[src/hw/rtl/gbs_ram.sv]
// Generic single-write, single-read RAM with registered read data.
`default_nettype none
module gbs_ram #(
  parameter int WIDTH = 8,
  parameter int DEPTH = 16
) (
  input  wire logic                             clk,
  input  wire logic                             we,
  input  wire logic [$clog2(DEPTH)-1:0]         waddr,
  input  wire logic [WIDTH-1:0]                 wdata,
  input  wire logic [$clog2(DEPTH)-1:0]         raddr,
  output      logic [WIDTH-1:0]                 rdata
);
  logic [WIDTH-1:0] mem [DEPTH];

  always_ff @(posedge clk) begin
    if (we) begin
      mem[waddr] <= wdata;
    end
    rdata <= mem[raddr];
  end
endmodule
`default_nettype wire
[config.mk]
export PLATFORM = sky130hd
export DESIGN_NAME = gbs_ram
export DESIGN_NICKNAME = d
export VERILOG_FILES = /design/src/hw/rtl/gbs_ram.sv
export SDC_FILE = /design/constraint.sdc
export NUM_CORES = 1
export LEC_CHECK = 0
export BUFFER_PORTS_ARGS = -buffer_cell sky130_fd_sc_hd__buf_2
export CAP_MARGIN = 20
export CELL_PAD_IN_SITES_DETAIL_PLACEMENT = 1
export CELL_PAD_IN_SITES_GLOBAL_PLACEMENT = 1
export CORE_MARGIN = 3
export CORE_UTILIZATION = 45
export CTS_BUF_LIST = sky130_fd_sc_hd__clkbuf_4 sky130_fd_sc_hd__clkbuf_8
export DETAILED_ROUTE_END_ITERATION = 12
export GPL_ROUTABILITY_DRIVEN = 0
export PLACE_DENSITY = 0.64
export SETUP_SLACK_MARGIN = 0.2
export SLEW_MARGIN = 30
export SYNTH_ARGS = -nofsm -noshare
export SYNTH_HDL_FRONTEND = slang
export SYNTH_SLANG_ARGS = --single-unit
export TNS_END_PERCENT = 100
[constraint.sdc]
create_clock -name clk -period 2 [get_ports clk]
set_clock_uncertainty 0.2 [all_clocks]
set_input_delay 0.1 -clock clk [delete_from_list [all_inputs] [get_ports clk]]
set_output_delay 0.1 -clock clk [all_outputs]
set_load 0.005 [all_outputs]
==> key figures <==
Floorplan
  – Total die area: 0.01276 mm^2
  – I/O pin cnt: 26
  – FP Rows: 38
  – Chip Width: 113.0 um
  – CORE AREA: 0.01103 mm^2
  – Die Ht: 113.0 um
  – Initial core utilization: 0.4667

Synthesis
  – Distinct cells, synth: 19
  – Cells after synthesis: 229
  – Post-synth ARST share: 0
  – Post-Syn Area: 0.005147 mm^2
  – Seq/Total Area, Yosys: 0.7778
  – Number of synthesized flops with an enable pin: 128
  – Most frequent cell after synthesis: edfxtp_1
  – Mapped Nets: 247
  – Number of synthesized register bits: 136
  – Post-synth top area share: 0.7467
  – Area contributors post-synth: edfxtp_1 (75%), mux4_2 (7.9%), mux4_1 (7.1%)
  – Syn. warnings: 0
  – Cell taking the most area after synthesis: edfxtp_1
  – Mean Syn Cell Area: 22.48 um^2
  – Top_reg_cell synth: edfxtp_1
  – Commonest cells post-synth: edfxtp_1 (128), mux4_2 (18), a22oi_1 (16)

Power and ir drop
  – Seq pwr share: 0.552
  – Clk pwr share: 0.394
  – P_sw: 1.201 mW
  – VDD IR max: 390.1 uV
  – Combinational share of power: 0.054
  – Pint: 4.596 mW
  – PwrDens: 956.1 mW/mm^2
  – Leakage: 2.068 nW
  – Switching share of power: 0.2072

Global routing
  – Vias in the first global route: 2687
  – Initial antenna violation count: 0
  – Total global routing overflow: 0
  – Largest net degree at the start of global routing: 17
  – First-pass GRT wire length: 16.10 mm
  – Total GRT Usage: 0.1771

Placement
  – PortBufs: 25
  – DP HPWL: 6.845 mm
  – Cells after DPL: 409

STA
  – Worst-Margin Slew: 0.4229 ns
  – RSZ-0062 raised after global routing: no
  – Final worst path period share: 0.7768
  – Maximum clock rate: 643.6 MHz
  – Final setup fails: 0
  – Max Slew Vio Count: 0
  – Period minus WS final: 1.554 ns
  – TNS Setup: 0 ns
  – Relative slew slack: 0.7181
  – Hold Violations, Final: 0

Clock tree
  – Clock slew seen by the registers of the worst setup and hold paths: 0.07 ns
  – Post-cts sizing count: 0
  – CTS max path bufs: 2
  – Worst-skew pair later-pin latency: 0.43 ns
  – Post-CTS Setup Bufs: 0
  – CTS tree: built
  – Root Driver: clkbuf_8
  – CTS sink cnt: 136
  – CTS buffer count: 17
  – # hold bufs at CTS: 8
  – H-tree depth: 4

Detailed routing
  – Final wirelength: 10.20 mm
  – Pre-Repair DR Iteration Count: 5
  – Antenna viol nets, final: 0
  – Via count: 2462
  – Routed WL per cell: 22.72 um
  – Vias per cell: 5.483
  – Starting DRT DRC Count: 218
  – DRC errors left: 0

Layout
  – Share of cells above drive strength 1: 0.3269
  – Final Non-Filler Cells: 449
  – Final core utilization: 0.5497
  – Nets@finish: 314
  – Area Growth Syn to Fin: 17.79%
  – Fill cell count: 991
  – Ant. Diodes: 0

Worst setup path
  – Req. time, crit path: 2.11 ns
  – Max incr delay on CP: 0.50 ns
  – CP Cell Sequence: mux4_1 -> a22oi_1 -> nand2_1
  – CP arrival: 1.66 ns
  – Slowest stage cell, crit path: mux4_1
  – CP Capture Type: flop
  – CP Class: reg2reg
  – Worst setup SP type: flop
  – Worst Path Max Fanout: 1

Outcome
  – Status: complete, no violations

Job
  – Max-cap violations: 0

Hold path
  – Hold Crit Class: in2reg
-- stage by stage --
step	hold slack, ns	total power, mW	instance area [um^2]	worst slack (ns)
3_3_place_gp	0.2783	3.566	5574	0.1983
3_5_place_dp	0.2804	3.575	5574	0.1701
5_1_grt	0.03375	6.021	6063	0.3640
4_1_cts	0.01976	5.846	6063	0.4076
2_1_floorplan	-0.001131	3.422	5147	0.2071
6_report	0.03485	5.797	6063	0.4463
-- cell usage in the layout, fill, tap and decap left out --
cell,instances
a22oi_1,16
and2_1,1
and2b_1,1
buf_12,2
buf_2,25
buf_4,23
bufinv_16,3
clkbuf_4,1
clkbuf_8,18
clkinv_2,5
clkinv_4,1
clkinvlp_4,4
dfxtp_1,8
dlygate4sd3_1,8
edfxtp_1,128
mux4_1,14
mux4_2,18
nand2_1,9
nand2b_1,2
nand3_1,1
nand3b_1,2
nor2_1,13
nor2b_1,1
nor3_1,4
or3b_2,1
-- layer usage --
layer  routed length (um)  global-route usage  vias to the layer above
li1                     -                   -                     1108
met1                 4526              0.2326                     1284
met2                 5161              0.2883                       61
met3                  392             0.05187                        9
met4                  123             0.05609                        0
met5                    0                   0                        -
-- cell type report --
cell class	instances	area, um^2	share of cell area
Sequential cell	136	4004	0.6603
Multi-Input combinational cell	83	1057	0.1744
Timing Repair Buffer	58	417.9	0.06892
Clock buffer	19	255.2	0.04210
Tap cell	140	175.2	0.02889
Clock inverter	13	153.9	0.02538
-- worst max-delay path: cells and delay by family, from the launching register on --
family / cells / cell delay (ns)
AOI/OAI and AO/OA: 1 / 0.30
DFF: 1 / 0.36
muxes: 1 / 0.50
and+or+nand+nor: 1 / 0.09
-- power by group through the flow --
| stage | registers (mW) | clock network (mW) | logic (mW) |
|---|---|---|---|
| after global placement | 3.26 | 0 | 0.303 |
| final | 3.20 | 2.28 | 0.313 |
| after CTS | 3.20 | 2.32 | 0.321 |
| after floorplan | 3.26 | 0 | 0.162 |
| after global routing | 3.21 | 2.47 | 0.345 |
| after detailed placement | 3.27 | 0 | 0.309 |
-- worst paths after layout --
kind / startpoint / endpoint / slack (ns) / depth (start not counted)
min reg2reg: mem[14][1]$_DFFE_PP_ / rdata[1]$_DFF_P_ / 0.48 / 3
max reg2reg: mem[1][2]$_DFFE_PP_ / rdata[2]$_DFF_P_ / 0.45 / 3
min: waddr[0] / mem[4][0]$_DFFE_PP_ / 0.03 / 3
max: mem[1][2]$_DFFE_PP_ / rdata[2]$_DFF_P_ / 0.45 / 3
-- sequential cells by signal, indices dropped and copies added, names as in the netlist --
register / count
mem: 128
rdata: 8
-- kinds of logic (layout without fill, tap and decap cells) --
group                  count (synthesis)  in the layout  synth area share
AOI/OAI and AO/OA                     16             16           0.02334
buffers and inverters                 10             90           0.01677
DFF                                  136            136            0.7778
muxes                                 32             32            0.1502
and+or+nand+nor                       35             35           0.03184
(Power assumes the default switching activity.)
